`src/rtl/slfr_pkg.sv`:
```
package slfr_pkg;

  localparam int BUF_BYTES_DEF = 64;
  localparam int LENGTH_POS_DEF = 1;

  localparam logic [15:0] SYNC_RESET = 16'hAAAF;
  localparam logic [8:0] LEN_EXTRA = 9'd2;

  localparam logic OP_BYTE = 1'b0;
  localparam logic OP_RELEASE = 1'b1;

  typedef struct packed {
    logic       byte_stored;
    logic [7:0] store_index;
    logic [7:0] stored_byte;
    logic       frame_done;
    logic       frame_dropped;
    logic       ignored_busy;
    logic       in_frame;
  } result_t;

endpackage

```
`src/rtl/slfr_if.sv`:
```
interface slfr_item_if;
  logic       valid;
  logic       ready;
  logic       opcode;
  logic [7:0] rx_byte;

  modport source (output valid, output opcode, output rx_byte, input ready);
  modport sink (input valid, input opcode, input rx_byte, output ready);
endinterface

interface slfr_result_if;
  logic       valid;
  logic       ready;
  logic       byte_stored;
  logic [7:0] store_index;
  logic [7:0] stored_byte;
  logic       frame_done;
  logic       frame_dropped;
  logic       ignored_busy;
  logic       in_frame;

  modport source (
    output valid, output byte_stored, output store_index, output stored_byte,
    output frame_done, output frame_dropped, output ignored_busy, output in_frame,
    input ready
  );
  modport sink (
    input valid, input byte_stored, input store_index, input stored_byte,
    input frame_done, input frame_dropped, input ignored_busy, input in_frame,
    output ready
  );
endinterface

interface slfr_cfg_if;
  logic        valid;
  logic        ready;
  logic [15:0] data;

  modport source (output valid, output data, input ready);
  modport sink (input valid, input data, output ready);
endinterface

```
`src/rtl/slfr_core.sv`:
```
module slfr_core #(
  parameter int BUF_BYTES = slfr_pkg::BUF_BYTES_DEF,
  parameter int LENGTH_POS = slfr_pkg::LENGTH_POS_DEF
) (
  input  logic              clk,
  input  logic              rst,
  input  logic              step,
  input  logic              opcode,
  input  logic [7:0]        rx_byte,
  input  logic [15:0]       sync_word,
  output slfr_pkg::result_t result
);

  localparam logic [7:0] LenPos = 8'(LENGTH_POS);
  localparam logic [8:0] BufLimit = 9'(BUF_BYTES);

  logic [15:0] header_shift, header_shift_next;
  logic        receiving, receiving_next;
  logic        ready_hold, ready_hold_next;
  logic [7:0]  write_index, write_index_next;
  logic [7:0]  frame_length, frame_length_next;
  logic        length_seen, length_seen_next;

  logic [15:0] shifted;
  logic [8:0]  count_next;
  logic        capture;
  logic [7:0]  length_eff;
  logic        seen_eff;
  logic        complete;

  assign shifted = {header_shift[7:0], rx_byte};
  assign count_next = {1'b0, write_index} + 9'd1;
  assign capture = (write_index == LenPos);
  assign length_eff = capture ? rx_byte : frame_length;
  assign seen_eff = length_seen || capture;
  assign complete = seen_eff && (count_next > ({1'b0, length_eff} + slfr_pkg::LEN_EXTRA));

  always_comb begin
    header_shift_next = header_shift;
    receiving_next = receiving;
    ready_hold_next = ready_hold;
    write_index_next = write_index;
    frame_length_next = frame_length;
    length_seen_next = length_seen;
    result = '0;

    priority if (opcode == slfr_pkg::OP_RELEASE) begin
      ready_hold_next = 1'b0;
    end else if (ready_hold) begin
      result.ignored_busy = 1'b1;
    end else if (receiving) begin
      result.byte_stored = 1'b1;
      result.store_index = write_index;
      result.stored_byte = rx_byte;
      if (capture) begin
        frame_length_next = rx_byte;
        length_seen_next = 1'b1;
      end
      if (complete) begin
        result.frame_done = 1'b1;
        ready_hold_next = 1'b1;
        receiving_next = 1'b0;
        length_seen_next = 1'b0;
        write_index_next = '0;
      end else if (count_next >= BufLimit) begin
        result.frame_dropped = 1'b1;
        receiving_next = 1'b0;
        length_seen_next = 1'b0;
        write_index_next = '0;
      end else begin
        write_index_next = count_next[7:0];
      end
    end else begin
      header_shift_next = shifted;
      if (shifted == sync_word) begin
        receiving_next = 1'b1;
        write_index_next = '0;
        length_seen_next = 1'b0;
      end
    end

    result.in_frame = receiving_next;
  end

  always_ff @(posedge clk) begin
    if (rst) begin
      header_shift <= '0;
      receiving <= 1'b0;
      ready_hold <= 1'b0;
      write_index <= '0;
      frame_length <= '0;
      length_seen <= 1'b0;
    end else if (step) begin
      header_shift <= header_shift_next;
      receiving <= receiving_next;
      ready_hold <= ready_hold_next;
      write_index <= write_index_next;
      frame_length <= frame_length_next;
      length_seen <= length_seen_next;
    end
  end

`ifndef SYNTHESIS
  a_excl_state: assert property (@(posedge clk) disable iff (rst)
    !(receiving && ready_hold))
    else $error("Frame reception active while a completed frame waits.");

  a_index_range: assert property (@(posedge clk) disable iff (rst)
    {1'b0, write_index} < BufLimit)
    else $error("Write index beyond buffer capacity.");

  a_done_sets_hold: assert property (@(posedge clk) disable iff (rst)
    step && result.frame_done |=> ready_hold && !receiving)
    else $error("Completed frame did not raise the ready flag.");

  a_idle_index: assert property (@(posedge clk) disable iff (rst)
    !receiving |-> write_index == '0 && !length_seen)
    else $error("Stale frame state while not receiving.");
`endif

endmodule

```
`src/rtl/sync_length_frame_receiver.sv`:
```
// Channel  Role  Payload
// item     sink  opcode, rx_byte
// result   src   byte_stored, store_index, stored_byte, frame_done,
//                frame_dropped, ignored_busy, in_frame
// cfg      sink  data (sync word, first byte in the high half)
//
// The frame state updates on the accepting edge and the result lands in the
// output register, visible in the next cycle.
// The input is ready whenever the output register is empty or being taken.
// The cfg channel is always ready; the sync word loads whenever cfg.valid is high.
// Reset is synchronous and returns the sync word to its default and the frame
// state to idle.
module sync_length_frame_receiver #(
  parameter int BUF_BYTES = slfr_pkg::BUF_BYTES_DEF,
  parameter int LENGTH_POS = slfr_pkg::LENGTH_POS_DEF
) (
  input logic           clk,
  input logic           rst,
  slfr_item_if.sink     item,
  slfr_result_if.source result,
  slfr_cfg_if.sink      cfg
);

  logic [15:0]       sync_word;
  logic              accept;
  logic              res_valid;
  slfr_pkg::result_t step_result;
  slfr_pkg::result_t res_data;

  assign item.ready = !res_valid || result.ready;
  assign accept = item.valid && item.ready;
  assign cfg.ready = 1'b1;

  always_ff @(posedge clk) begin
    if (rst) begin
      sync_word <= slfr_pkg::SYNC_RESET;
    end else if (cfg.valid) begin
      sync_word <= cfg.data;
    end
  end

  slfr_core #(
    .BUF_BYTES(BUF_BYTES),
    .LENGTH_POS(LENGTH_POS)
  ) u_core (
    .clk(clk),
    .rst(rst),
    .step(accept),
    .opcode(item.opcode),
    .rx_byte(item.rx_byte),
    .sync_word(sync_word),
    .result(step_result)
  );

  always_ff @(posedge clk) begin
    if (rst) begin
      res_valid <= 1'b0;
    end else if (accept) begin
      res_valid <= 1'b1;
    end else if (result.ready) begin
      res_valid <= 1'b0;
    end
  end

  always_ff @(posedge clk) begin
    if (accept) begin
      res_data <= step_result;
    end
  end

  assign result.valid = res_valid;
  assign result.byte_stored = res_data.byte_stored;
  assign result.store_index = res_data.store_index;
  assign result.stored_byte = res_data.stored_byte;
  assign result.frame_done = res_data.frame_done;
  assign result.frame_dropped = res_data.frame_dropped;
  assign result.ignored_busy = res_data.ignored_busy;
  assign result.in_frame = res_data.in_frame;

endmodule

```
`src/flat_wrapper.sv`:
```
// flat-port wrapper written by rule: the top's interface ports become plain ports
module sync_length_frame_receiver_flat 
#(
  parameter int BUF_BYTES = slfr_pkg::BUF_BYTES_DEF,
  parameter int LENGTH_POS = slfr_pkg::LENGTH_POS_DEF
)
  (clk, rst, item_valid, item_opcode, item_rx_byte, item_ready, result_valid, result_byte_stored, result_store_index, result_stored_byte, result_frame_done, result_frame_dropped, result_ignored_busy, result_in_frame, result_ready, cfg_valid, cfg_data, cfg_ready);
  slfr_item_if item_i ();
  slfr_result_if result_i ();
  slfr_cfg_if cfg_i ();
  input logic clk;
  input logic rst;
  input wire logic [$bits(item_i.valid)-1:0] item_valid;
  input wire logic [$bits(item_i.opcode)-1:0] item_opcode;
  input wire logic [$bits(item_i.rx_byte)-1:0] item_rx_byte;
  output wire logic [$bits(item_i.ready)-1:0] item_ready;
  output wire logic [$bits(result_i.valid)-1:0] result_valid;
  output wire logic [$bits(result_i.byte_stored)-1:0] result_byte_stored;
  output wire logic [$bits(result_i.store_index)-1:0] result_store_index;
  output wire logic [$bits(result_i.stored_byte)-1:0] result_stored_byte;
  output wire logic [$bits(result_i.frame_done)-1:0] result_frame_done;
  output wire logic [$bits(result_i.frame_dropped)-1:0] result_frame_dropped;
  output wire logic [$bits(result_i.ignored_busy)-1:0] result_ignored_busy;
  output wire logic [$bits(result_i.in_frame)-1:0] result_in_frame;
  input wire logic [$bits(result_i.ready)-1:0] result_ready;
  input wire logic [$bits(cfg_i.valid)-1:0] cfg_valid;
  input wire logic [$bits(cfg_i.data)-1:0] cfg_data;
  output wire logic [$bits(cfg_i.ready)-1:0] cfg_ready;
  assign item_i.valid = item_valid;
  assign item_i.opcode = item_opcode;
  assign item_i.rx_byte = item_rx_byte;
  assign item_ready = item_i.ready;
  assign result_valid = result_i.valid;
  assign result_byte_stored = result_i.byte_stored;
  assign result_store_index = result_i.store_index;
  assign result_stored_byte = result_i.stored_byte;
  assign result_frame_done = result_i.frame_done;
  assign result_frame_dropped = result_i.frame_dropped;
  assign result_ignored_busy = result_i.ignored_busy;
  assign result_in_frame = result_i.in_frame;
  assign result_i.ready = result_ready;
  assign cfg_i.valid = cfg_valid;
  assign cfg_i.data = cfg_data;
  assign cfg_ready = cfg_i.ready;
  sync_length_frame_receiver #(.BUF_BYTES(BUF_BYTES), .LENGTH_POS(LENGTH_POS)) u_core (.clk(clk), .rst(rst), .item(item_i), .result(result_i), .cfg(cfg_i));
endmodule
```
`config.mk`:
```
export PLATFORM = sky130hd
export DESIGN_NAME = sync_length_frame_receiver_flat
export DESIGN_NICKNAME = d
export VERILOG_FILES = /design/src/rtl/slfr_pkg.sv /design/src/rtl/slfr_if.sv /design/src/rtl/slfr_core.sv /design/src/rtl/sync_length_frame_receiver.sv /design/src/flat_wrapper.sv
export SDC_FILE = /design/constraint.sdc
export NUM_CORES = 1
export LEC_CHECK = 0
export BUFFER_PORTS_ARGS = -buffer_cell sky130_fd_sc_hd__clkbuf_2
export CORE_MARGIN = 3
export CORE_UTILIZATION = 30
export DETAILED_ROUTE_END_ITERATION = 7
export PLACE_DENSITY_LB_ADDON = 0.12
export SYNTH_ARGS = -nofsm -noshare
export SYNTH_HDL_FRONTEND = slang
export SYNTH_SLANG_ARGS = --single-unit
```
`constraint.sdc`:
```
create_clock -name clk -period 3.75 [get_ports clk]
set_clock_uncertainty 0.15 [all_clocks]
set_input_delay 0.1875 -clock clk [delete_from_list [all_inputs] [get_ports clk]]
set_output_delay 0.1875 -clock clk [all_outputs]
set_load 0.02 [all_outputs]
```
* Word-level counts from Yosys, hierarchy flattened
Index checks and enable logic that the tools add are counted.
** Word-level totals
- Output and inout bits :: 24
- Register bits after elaboration :: 65
- Word-level logic and storage cells :: 65
- Input bits :: 30
** Operators by class
- Add/subtract/negate cells :: 2
- Order comparisons :: 2
- Bitwise gates (word level) :: 3
- Equal/unequal tests :: 3
- Mux-type cells :: 26
- Reduce and logical (&&, ||, !) cells :: 14
** Operators with widths (number)
- two-way mux 8 bit :: 5
- two-way mux 1 bit :: 20
- two-way mux 19 bit :: 1
- == test 16 bit :: 1
- AND reduction 4 bit :: 3
- adder 8 x 1 -> 9 bit, second input constant :: 1
- adder 8 x 2 -> 9 bit, second input constant :: 1
- greater-or-equal comparator 9 x 7 -> 1 bit, second input constant :: 1
- > comparator 9 bit :: 1
- == test 8 x 1 -> 1 bit, second input constant :: 1
- AND reduction 5 bit :: 1
- != test 4 x 1 -> 1 bit, second input constant :: 1
- nonzero test 2 bit :: 2
- OR reduction 4 bit :: 1
- NOT 1 bit :: 3
- OR reduction 3 bit :: 1
- logical AND 1 bit :: 2
- logical OR 1 bit :: 2
- OR reduction 2 bit :: 1
- zero test 1 bit :: 1

* Depth between registers and ports, before layout
Gate-level depths: netlist of the first run.
- Word-level depth :: 9
- Mapped depth :: 17
- Gate-level depth less buffers :: 16

* Cells and area by module
Synthesis of the first run repeated with hierarchy kept, for this count alone.
** Unflattened totals
- Cell total of the unflattened synthesis :: 331
- Area, all modules :: 3345.7 sq um
** Modules (own cells, without submodules)
- slfr_core :: cells each 251, sequential area each 540.5 sq um, area each 2039.5 sq um, instances 1
- sync_length_frame_receiver :: cells each 80, sequential area each 970.9 sq um, area each 1306.3 sq um, instances 1

* Worst setup path before layout of the first run
OpenSTA, ideal clock, no wires.
- Path kind :: reg-to-reg
- Start :: register u_core.u_core.write_index[0]
- End :: register u_core.u_core.write_index[0]
- Path buffers :: 1
- Clock period less this slack :: 3.813 ns
- Stages on the path, launching flop included :: 17
- Required time :: 3.516 ns
- Slack :: -0.063 ns
- Library setup time :: 0.084 ns
- Data arrival time :: 3.579 ns
- Path through :: dfxtp_1 -> ha_1 -> nor4b_4 -> nand2_2 -> buf_2 -> mux2_2 -> ha_1 -> o21ai_1 -> a21oi_1 -> xor2_1 -> ha_1 -> a41o_1 -> a21oi_1 -> o2111ai_1 -> a21oi_4 -> nand2_1 -> o31ai_2
** Between the ends
- Longest elaborated chain between the ends :: 7
- Elaborated cells between the ends (all ways) :: 11
- Classes of those cells :: add/sub: 2; order compare: 2; eq/ne: 1; mux: 4; reduce/logical: 2
** Ends and longest elaborated chain
- start, declared :: line slfr_core.sv:20 : logic [7:0] write_index, write_index_next;
- start signal, assigned :: line slfr_core.sv:97 : write_index <= write_index_next;
- == test 8 x 1 -> 1 bit :: line slfr_core.sv:33 : assign capture = (write_index == LenPos);
- two-way mux 8 bit
- net u_core.u_core.length_eff[1] :: line slfr_core.sv:27 : logic [7:0] length_eff;
- adder 8 x 2 -> 9 bit :: line slfr_core.sv:36 : assign complete = seen_eff && (count_next > ({1'b0, length_eff} + slfr_pkg::LEN_EXTRA));
- > comparator 9 bit :: line slfr_core.sv:36
- logical AND 1 bit :: line slfr_core.sv:36
- two-way mux 8 bit :: line slfr_core.sv:59 : if (complete) begin
- two-way mux 8 bit :: line slfr_core.sv:51 : end else if (receiving) begin
The timed path passes the listed nets, and every way through them passes these cells.
A chain may end at the register's enable or synchronous reset.

* Final worst setup path of the first run
- Start :: register u_core.u_core.write_index[1]
- End :: register u_core.u_core.write_index[4]
The elaborated chain is that of the path after synthesis.

==> summary.txt, run 1 <==
Outcome
  • Run status: finished, final reports clean

Yosys
  • Combinational family with the most area after synthesis: simple AND/OR/NAND/NOR gates
  • Post-synthesis share of cell area spent on full adders, half adders and majority gates: under 10%
  • Main area contributors after synthesis: dfxtp_1 (26%), edfxtp_1 (19%), mux2i_1 (11%), xor2_1 (5.0%), ha_1 (4.5%)
  • Avg Cell Area, Syn: roughly 10 µm²
  • Distinct cells, synth: just over 50
  • Sequential element share of the synthesized area: around 45%
  • Fraction of registers with async set/reset: 0%
  • Top-count cell post-synth: dfxtp_1
  • Register bit count reported by yosys: 65
  • Number of warnings reported in the yosys synthesis log: 0
  • Post-synthesis compound-gate area fraction: roughly 8.5%
  • Nets in the synthesized netlist: between 300 and 400
  • Basic-gate share of the synthesized area counting and, or, nand and nor cells: about a fifth
  • Synth top cells by count: dfxtp_1 (44), mux2i_1 (36), nor2_1 (35)
  • Fraction of synthesized cell area in xor and xnor cells: 7.04%
  • Syn Inst Count: between 300 and 400
  • Cell type contributing the most total cell area after synthesis: dfxtp_1
  • Area share of the leading cell type in the synthesized netlist: a little over a quarter
  • Prevailing post-synth register cell: dfxtp_1
  • Number of enable flip-flop cells after synthesis: 21
  • Post-Synthesis Cell Area: between 3000 and 4000 µm²
  • Post-synthesis mux area share: roughly an eighth

Worst setup path
  • WP data arrival: about 3.7 ns
  • Reg-to-Reg End: u_core.u_core.write_index[4]$_SDFFE_PP0P_
  • Highest net fanout along the worst path: 5
  • Capturing element type of the critical path: register
  • Required time of the worst setup path: 3.86 ns
  • Critical Path Source: u_core.u_core.write_index[1]$_SDFFE_PP0P_
  • Category of the most critical setup path: register to register
  • Startpoint Class: register
  • Origin of the critical flop-to-flop path: u_core.u_core.write_index[1]$_SDFFE_PP0P_
  • Worst reg2reg path depth: 17
  • Register-to-register setup slack: 0.22 ns

Finish
  • Final Core Density: 39.3%
  • Fraction of final layout cells sized beyond drive strength 1: between 20 and 30%
  • Antenna diode instance count: 0
  • Area of all placed cells without fillers: between 4000 and 5000 µm²
  • Fill cells: between 1000 and 1500
  • Growth of design area from synthesis to finish: 27.4%
  • NumNets Final: 448

Detailed routing
  • Count of routing violations after the opening detailed-route iteration: 74
  • Routed len/inst: 14.8 µm
  • Via density: 4.70
  • Pre-antenna DRT Iters: 4
  • Total number of vias: ~2600
  • Post-detailed-routing wire length: approximately 8100 µm
  • # DRC: 0
  • Count of nets left with antenna violations after detail routing: 0

Placed design
  • GPL Wtd Cong: roughly 0.77
  • Placed inst area: 3800 µm²
  • Pre-CTS WS: approximately 0.067 ns
  • Post-DP HPWL: 5930 µm
  • Buffers added on ports: 52

Timing
  • Smallest setup slack after layout: between 0.2 and 0.25 ns
  • Final hold viol count: 0
  • Final Cycle Share: between 90% and 100%
  • Max Freq: ~280 MHz
  • Relative slew slack: 48.2%
  • Clock period minus worst slack: approximately 3.5 ns
  • Slew at the pin closest to its max-slew limit: 0.777 ns
  • Final number of max-transition violations: 0
  • Final number of setup-violating endpoints: 0
  • Worst hold margin: ~0.040 ns
  • Aggregate negative setup slack: 0 ns

Pwr
  • Leakage dissipation: approximately 1.9 nW
  • Proportion of total power due to net switching: between 20% and 30%
  • Clock group share of total power: between 40% and 50%
  • Sequential power share: 48.6%
  • Total power divided by cell area: approximately 370 nW/µm²
  • Int Power: about 1.2 mW
  • Combinational Power Share: under 10%
  • Worst VDD drop: between 150 and 200 µV
  • Sw Pwr: 0.367 mW

Floorplan
  • Standard-cell rows: 38
  • Core region area: between 10000 and 15000 µm²
  • Number of placed I/O pins: 54
  • Width of the die: ~110 µm
  • Vertical die dimension: 112 µm
  • Initial Util: between 30% and 40%
  • Die area: between 10000 and 15000 µm²

Global routing
  • Total global-route track usage: about an eighth
  • Largest net degree at the start of global routing: 34
  • Global-route wire length before repair: between 10000 and 15000 µm
  • Via count of the first global-routing pass: around 2500
  • Total grt overflow: 0
  • Initial antenna violation count: 0

Min path
  • Worst hold path class: primary input to register
  • Critical hold path startpoint: item_rx_byte[0]
  • Worst hold path depth: 3
  • Hold Path End: u_core.u_core.header_shift[0]$_SDFFE_PP0P_

Clock tree
  • Library cell used as clock root buffer: clkbuf_8
  • H-tree depth: 3
  • TritonCTS clock tree: built
  • Number of buffers added by the clock tree synthesis step: 9
  • Clk_lat worst skew: between 0.3 and 0.4 ns
  • CTS clk-pin slew, worst paths: ~0.08 ns
  • Count of clock tree sinks: 65
  • Max Buffers Root-to-Sink: 2

Flow run
  • Count of maximum capacitance violations: 0
cell families (layout without fill, tap and decap cells):
group	after synthesis	count (layout)
buffers and inverters	28	111
xor gates and xnor gates	27	27
AOI/OAI and AO/OA	32	33
adders and majority gates	12	12
other	1	1
and+or+nand+nor	123	123
muxes	39	39
DFF	65	65
final cells by class:
type,count,area [µm²],area share [%]
clock buffer,11,141,3.30
clock inverter,5,78.8,1.84
inverter,11,41.3,0.965
multi-input combinational,235,1780,41.6
sequential,65,1520,35.4
tap,140,175,4.09
timing repair buffer,84,549,12.8
what timing repair did:
item | CTS | global route
buffers inserted | 0 | 2
hold buffers | 18 | 0
setup endpoints to repair | 0 | 10
endpoints found under the hold margin | 19 | 0
resized for setup | 0 | 13
layer usage:
layer,GRT usage [%],part of all wire (%)
met4,3.89,0.95
met2,21.1,47
met1,17.7,48
met3,3.42,4.2
met5,0,0
worst max path at each step:
| stage | to | slack [ns] | depth (start not counted) |
|---|---|---|---|
| after floorplan | u_core.u_core.write_index[0]$_SDFFE_PP0P_ | 0.02 | 16 |
| after global placement | u_core.u_core.write_index[0]$_SDFFE_PP0P_ | 0.17 | 16 |
| after detailed placement | u_core.u_core.write_index[0]$_SDFFE_PP0P_ | 0.07 | 16 |
| after CTS | u_core.u_core.write_index[0]$_SDFFE_PP0P_ | 0.05 | 16 |
| after global routing | u_core.u_core.write_index[0]$_SDFFE_PP0P_ | -0.0006 | 16 |
| final | u_core.u_core.write_index[4]$_SDFFE_PP0P_ | 0.22 | 17 |
power groups by stage:
stage                     sequential [mW]  clock (mW)  combinational, mW
after floorplan                     0.791           0             0.0610
after global placement              0.778           0              0.123
after detailed placement            0.779           0              0.123
after CTS                           0.763       0.686              0.139
after global routing                0.765       0.710              0.150
final                               0.762       0.668              0.136
metrics by stage:
stage	power [mW]	instances
floorplan	0.852	327
global placement	0.902	514
detailed placement	0.903	514
CTS	1.59	548
global route	1.62	551
finish	1.57	551
worst max-delay path, cell delays in order (launching register included):
cell and delay [ns]:
dfxtp_4 0.36, inv_2 0.06, ha_1 0.13, nor4b_4 0.22
nand2_2 0.13, mux2_4 0.34, ha_4 0.17, o21ai_2 0.06
a21oi_1 0.07, xor2_1 0.16, ha_1 0.33, a41o_1 0.26
a21oi_4 0.20, o2111ai_4 0.21, a21oi_4 0.28, buf_6 0.13
nand3_1 0.06, a31oi_1 0.12
flip-flops by register name, indices dropped and copies added (netlist names), 8 cells and up:
| register | count |
|---|---|
| u_core.sync_word | 16 |
| u_core.result.store_index | 8 |
| u_core.result.stored_byte | 8 |
| u_core.u_core.frame_length | 8 |
| u_core.u_core.header_shift | 8 |
| u_core.u_core.write_index | 8 |
placed cells by master (no fill, tap or decap), types with 3 or more instances in the layout:
cell,synthesis,layout
nand2_1,25,24
clkbuf_2,0,52
nor3_1,4,4
nand2b_1,5,5
inv_2,2,3
clkbuf_8,0,10
mux2i_1,36,36
buf_4,3,13
inv_1,9,8
a31oi_1,6,6
xor2_1,19,19
nor2_1,35,35
xnor2_1,8,8
ha_1,12,11
a21oi_4,1,3
nand3_1,17,17
nand4_1,5,5
dlygate4sd3_1,0,18
a21oi_1,7,6
and3_1,16,16
edfxtp_1,21,21
dfxtp_1,44,43
Power figures use the tool's default switching activity.
==> run 2, diff against run 1 <==
Clock period 3.75 ns to 4.6 ns, I/O delays scaled along.
==> run 2 against run 1 <==
  * Clock power shrank 31%
  * Critical path depth shrank 2
  * Worst hold slack gained 0.032 ns
  * Utilization shrank 1.7 points
  * Sequential share of layout area grew 1.5 points
  * Cell area shrank 4.3%
  * Sequential cell count is the same
  * First-iteration DRC count shrank 1.4%
  * Sequential power shrank 18%
  * Critical path type unchanged
  * Critical endpoint is now u_core.u_core.write_index[0]$_SDFFE_PP0P_
  * Largest power group unchanged
==> summary.txt, run 2 (synthesis results as in run 1) <==
Outcome
  • Run status: finished, final reports clean

Worst setup path
  • Capturing element type of the critical path: register
  • Register-to-register setup slack: 0.53 ns (+0.32 ns)
  • Capturing element of the worst setup path: u_core.u_core.write_index[0]$_SDFFE_PP0P_
  • Startpoint Class: register
  • Slowest stage delay, CP: 0.48 ns (+0.12 ns)
  • Highest net fanout along the worst path: 10 (+5)
  • Ordered cell list for the critical path: ha_1, nor4b_4, nand2_2, mux2_2, ha_1, o21ai_1, a21oi_1, xor2_1, ha_1, a21o_1, a21oi_1, o2111ai_1, a21oi_4, nand2_1, o31ai_2
  • Most Frequent Cell on Critical Path: ha_1
  • Required time of the worst setup path: 4.70 ns (+0.84 ns)
  • Slowest stage cell on the critical path: dfxtp_1
  • Worst reg2reg path depth: 15 (-2)
  • Origin of the critical flop-to-flop path: u_core.u_core.write_index[0]$_SDFFE_PP0P_
  • Reg-to-Reg End: u_core.u_core.write_index[0]$_SDFFE_PP0P_
  • WP data arrival: 4.17 ns (+0.52 ns)
  • Critical Path Source: u_core.u_core.write_index[0]$_SDFFE_PP0P_
  • Category of the most critical setup path: register to register

Detailed routing
  • # DRC: 0 (unchanged)
  • Pre-antenna DRT Iters: 4 (unchanged)
  • Routed len/inst: 14.4 µm (-2.3%)
  • Via density: 4.73 (+0.62%)
  • Count of nets left with antenna violations after detail routing: 0 (unchanged)
  • Count of routing violations after the opening detailed-route iteration: 73 (-1.4%)
  • Post-detailed-routing wire length: 7790 µm (-4.3%)
  • Total number of vias: 2556 (-1.4%)

Finish
  • Antenna diode instance count: 0 (unchanged)
  • Combined flip-flop and latch cell area: 1510 µm² (-0.25%)
  • Highest-count cells in the layout ignoring fill and taps: clkbuf_2 (52), dfxtp_1 (44), mux2i_1 (36), nor2_1 (35), nand2_1 (25)
  • Fraction of final layout cells sized beyond drive strength 1: 22.5% (-4.3 points)
  • Commonest non-fill, non-tap cell in the layout: clkbuf_2
  • Flip-flop count of the largest register, all copies and words added: 16 (unchanged)
  • Register with the most flip-flops: u_core.sync_word
  • Area of combinational cells with multiple inputs: 1710 µm² (-3.8%)
  • Fill cells: 1102 (+0.64%)
  • NumNets Final: 437 (-2.5%)
  • Growth of design area from synthesis to finish: 21.9%

Floorplan
  • Core region area: 10900 µm² (unchanged)
  • Die area: 12500 µm² (unchanged)
  • Number of placed I/O pins: 54 (unchanged)
  • Width of the die: 112 µm (unchanged)
  • Initial Util: 30.9% (unchanged)
  • Standard-cell rows: 38 (unchanged)
  • Vertical die dimension: 112 µm (unchanged)

Pwr
  • Total power divided by cell area: 291 nW/µm² (-20%)
  • Leakage dissipation: 1.77 nW (-5.1%)
  • Worst VDD drop: 139 µV (-18%)
  • Total power consumption of the routed design: 1.19 mW (-24%)

Timing
  • Aggregate negative setup slack: 0 ns (unchanged)
  • Clock period minus worst slack: 4.07 ns (+0.534 ns)
  • Final number of setup-violating endpoints: 0 (unchanged)
  • Worst hold margin: 0.0718 ns (+0.0318 ns)
  • Slew at the pin closest to its max-slew limit: 0.760 ns (-0.0172 ns)
  • Relative slew slack: 49.4% (+1.1 points)
  • Unrepaired setup endpoints after global routing: false
  • Max Freq: 246 MHz (-13%)
  • Final number of max-transition violations: 0 (unchanged)
  • Smallest setup slack after layout: 0.534 ns (+0.316 ns)
  • Final Cycle Share: 88.4% (-5.8 points)
  • Final hold viol count: 0 (unchanged)

Global routing
  • Total grt overflow: 0 (unchanged)
  • Total global-route track usage: 13.1% (-0.13 points)
  • Via count of the first global-routing pass: 2501 (-0.64%)
  • Global-route wire length before repair: 13100 µm (-1.1%)
  • Largest net degree at the start of global routing: 34 (unchanged)
  • Initial antenna violation count: 0 (unchanged)

Clock tree
  • Number of buffers added by the clock tree synthesis step: 9 (unchanged)
  • CTS clk-pin slew, worst paths: 0.07 ns (about the same)
  • TritonCTS clock tree: built
  • Number of hold-repair buffers added at the cts stage: 18 (unchanged)
  • Library cell used as clock root buffer: clkbuf_8
  • Number of buffers inserted to repair setup after CTS: 0 (unchanged)
  • Count of clock tree sinks: 65 (unchanged)
  • Number of instances resized during post-cts repair: 0 (unchanged)
  • H-tree depth: 3 (unchanged)
  • Max Buffers Root-to-Sink: 2 (unchanged)
  • Clk_lat worst skew: 0.34 ns (about the same)

Placed design
  • Post-DP HPWL: 5760 µm (-2.7%)
  • Buffers added on ports: 52 (unchanged)
  • Pre-CTS WS: 0.545 ns (+0.478 ns)
  • GPL Wtd Cong: 0.791 (+2.1%)

Min path
  • Worst hold path class: primary input to register
  • Worst hold path depth: 3 (unchanged)

Flow run
  • Count of maximum capacitance violations: 0 (unchanged)
-- run 2: changes by cell type in the layout (fill, tap and decap cells not counted), moves of 2 or more --
cell and delta:
clkinvlp_4 +2, clkinv_1 +3, a21oi_4 -2, buf_4 -9
-- run 2: layout make-up --
| cell class | instances | area share [%] |
|---|---|---|
| tap | 140 | 4.28 |
| timing repair buffer | 74 | 11.5 |
| clock inverter | 7 | 1.50 |
| sequential | 65 | 36.9 |
| clock buffer | 9 | 3.02 |
| inverter | 11 | 1.01 |
| multi-input combinational | 234 | 41.8 |
-- run 2: per-stage QoR --
stage               cells  utilization, %  instance area (µm²)
floorplan             327               -                 3360
CTS                   540            37.6                 4100
global placement      506            34.3                 3730
detailed placement    506            34.3                 3730
finish                540            37.6                 4100
global route          540            37.6                 4100
-- run 2: worst min path at each step --
stage	slack, ns	endpoint	start
3_5_place_dp	0.30	u_core.sync_word[3]$_SDFFE_PP1P_	cfg_data[3]
4_1_cts	0.05	u_core.result.valid$_SDFFE_PP0P_	result_ready
5_1_grt	0.05	u_core.result.valid$_SDFFE_PP0P_	result_ready
2_1_floorplan	0.18	u_core.u_core.ready_hold$_SDFFE_PP0P_	item_opcode
6_report	0.07	u_core.result.valid$_SDFFE_PP0P_	result_ready
3_3_place_gp	0.30	u_core.sync_word[2]$_SDFFE_PP1P_	cfg_data[2]
-- run 2: where the power goes --
part	leakage (nW)	internal (mW)	switching [mW]	total, mW
registers	0.571	0.612	0.0103	0.622
clock network	0.0877	0.244	0.216	0.460
logic	1.11	0.0471	0.0641	0.111
-- run 2: per-layer routing --
metal / vias to the layer above / global-route usage, % / routed length (µm)
met5: - / 0 / 0
met4: 0 / 4.22 / 103
met3: 9 / 3.48 / 333
met2: 57 / 19.9 / 3570
met1: 1202 / 18.3 / 3780
li1: 1288 / - / -
-- run 2: worst max-delay path: cells and delay by family, from the launching register on --
family | cells | cell delay (ns)
fa+ha+maj | 3 | 0.73
flops | 1 | 0.48
xor+xnor | 1 | 0.16
compound gates | 7 | 1.54
simple gates | 3 | 0.58
mux | 1 | 0.33
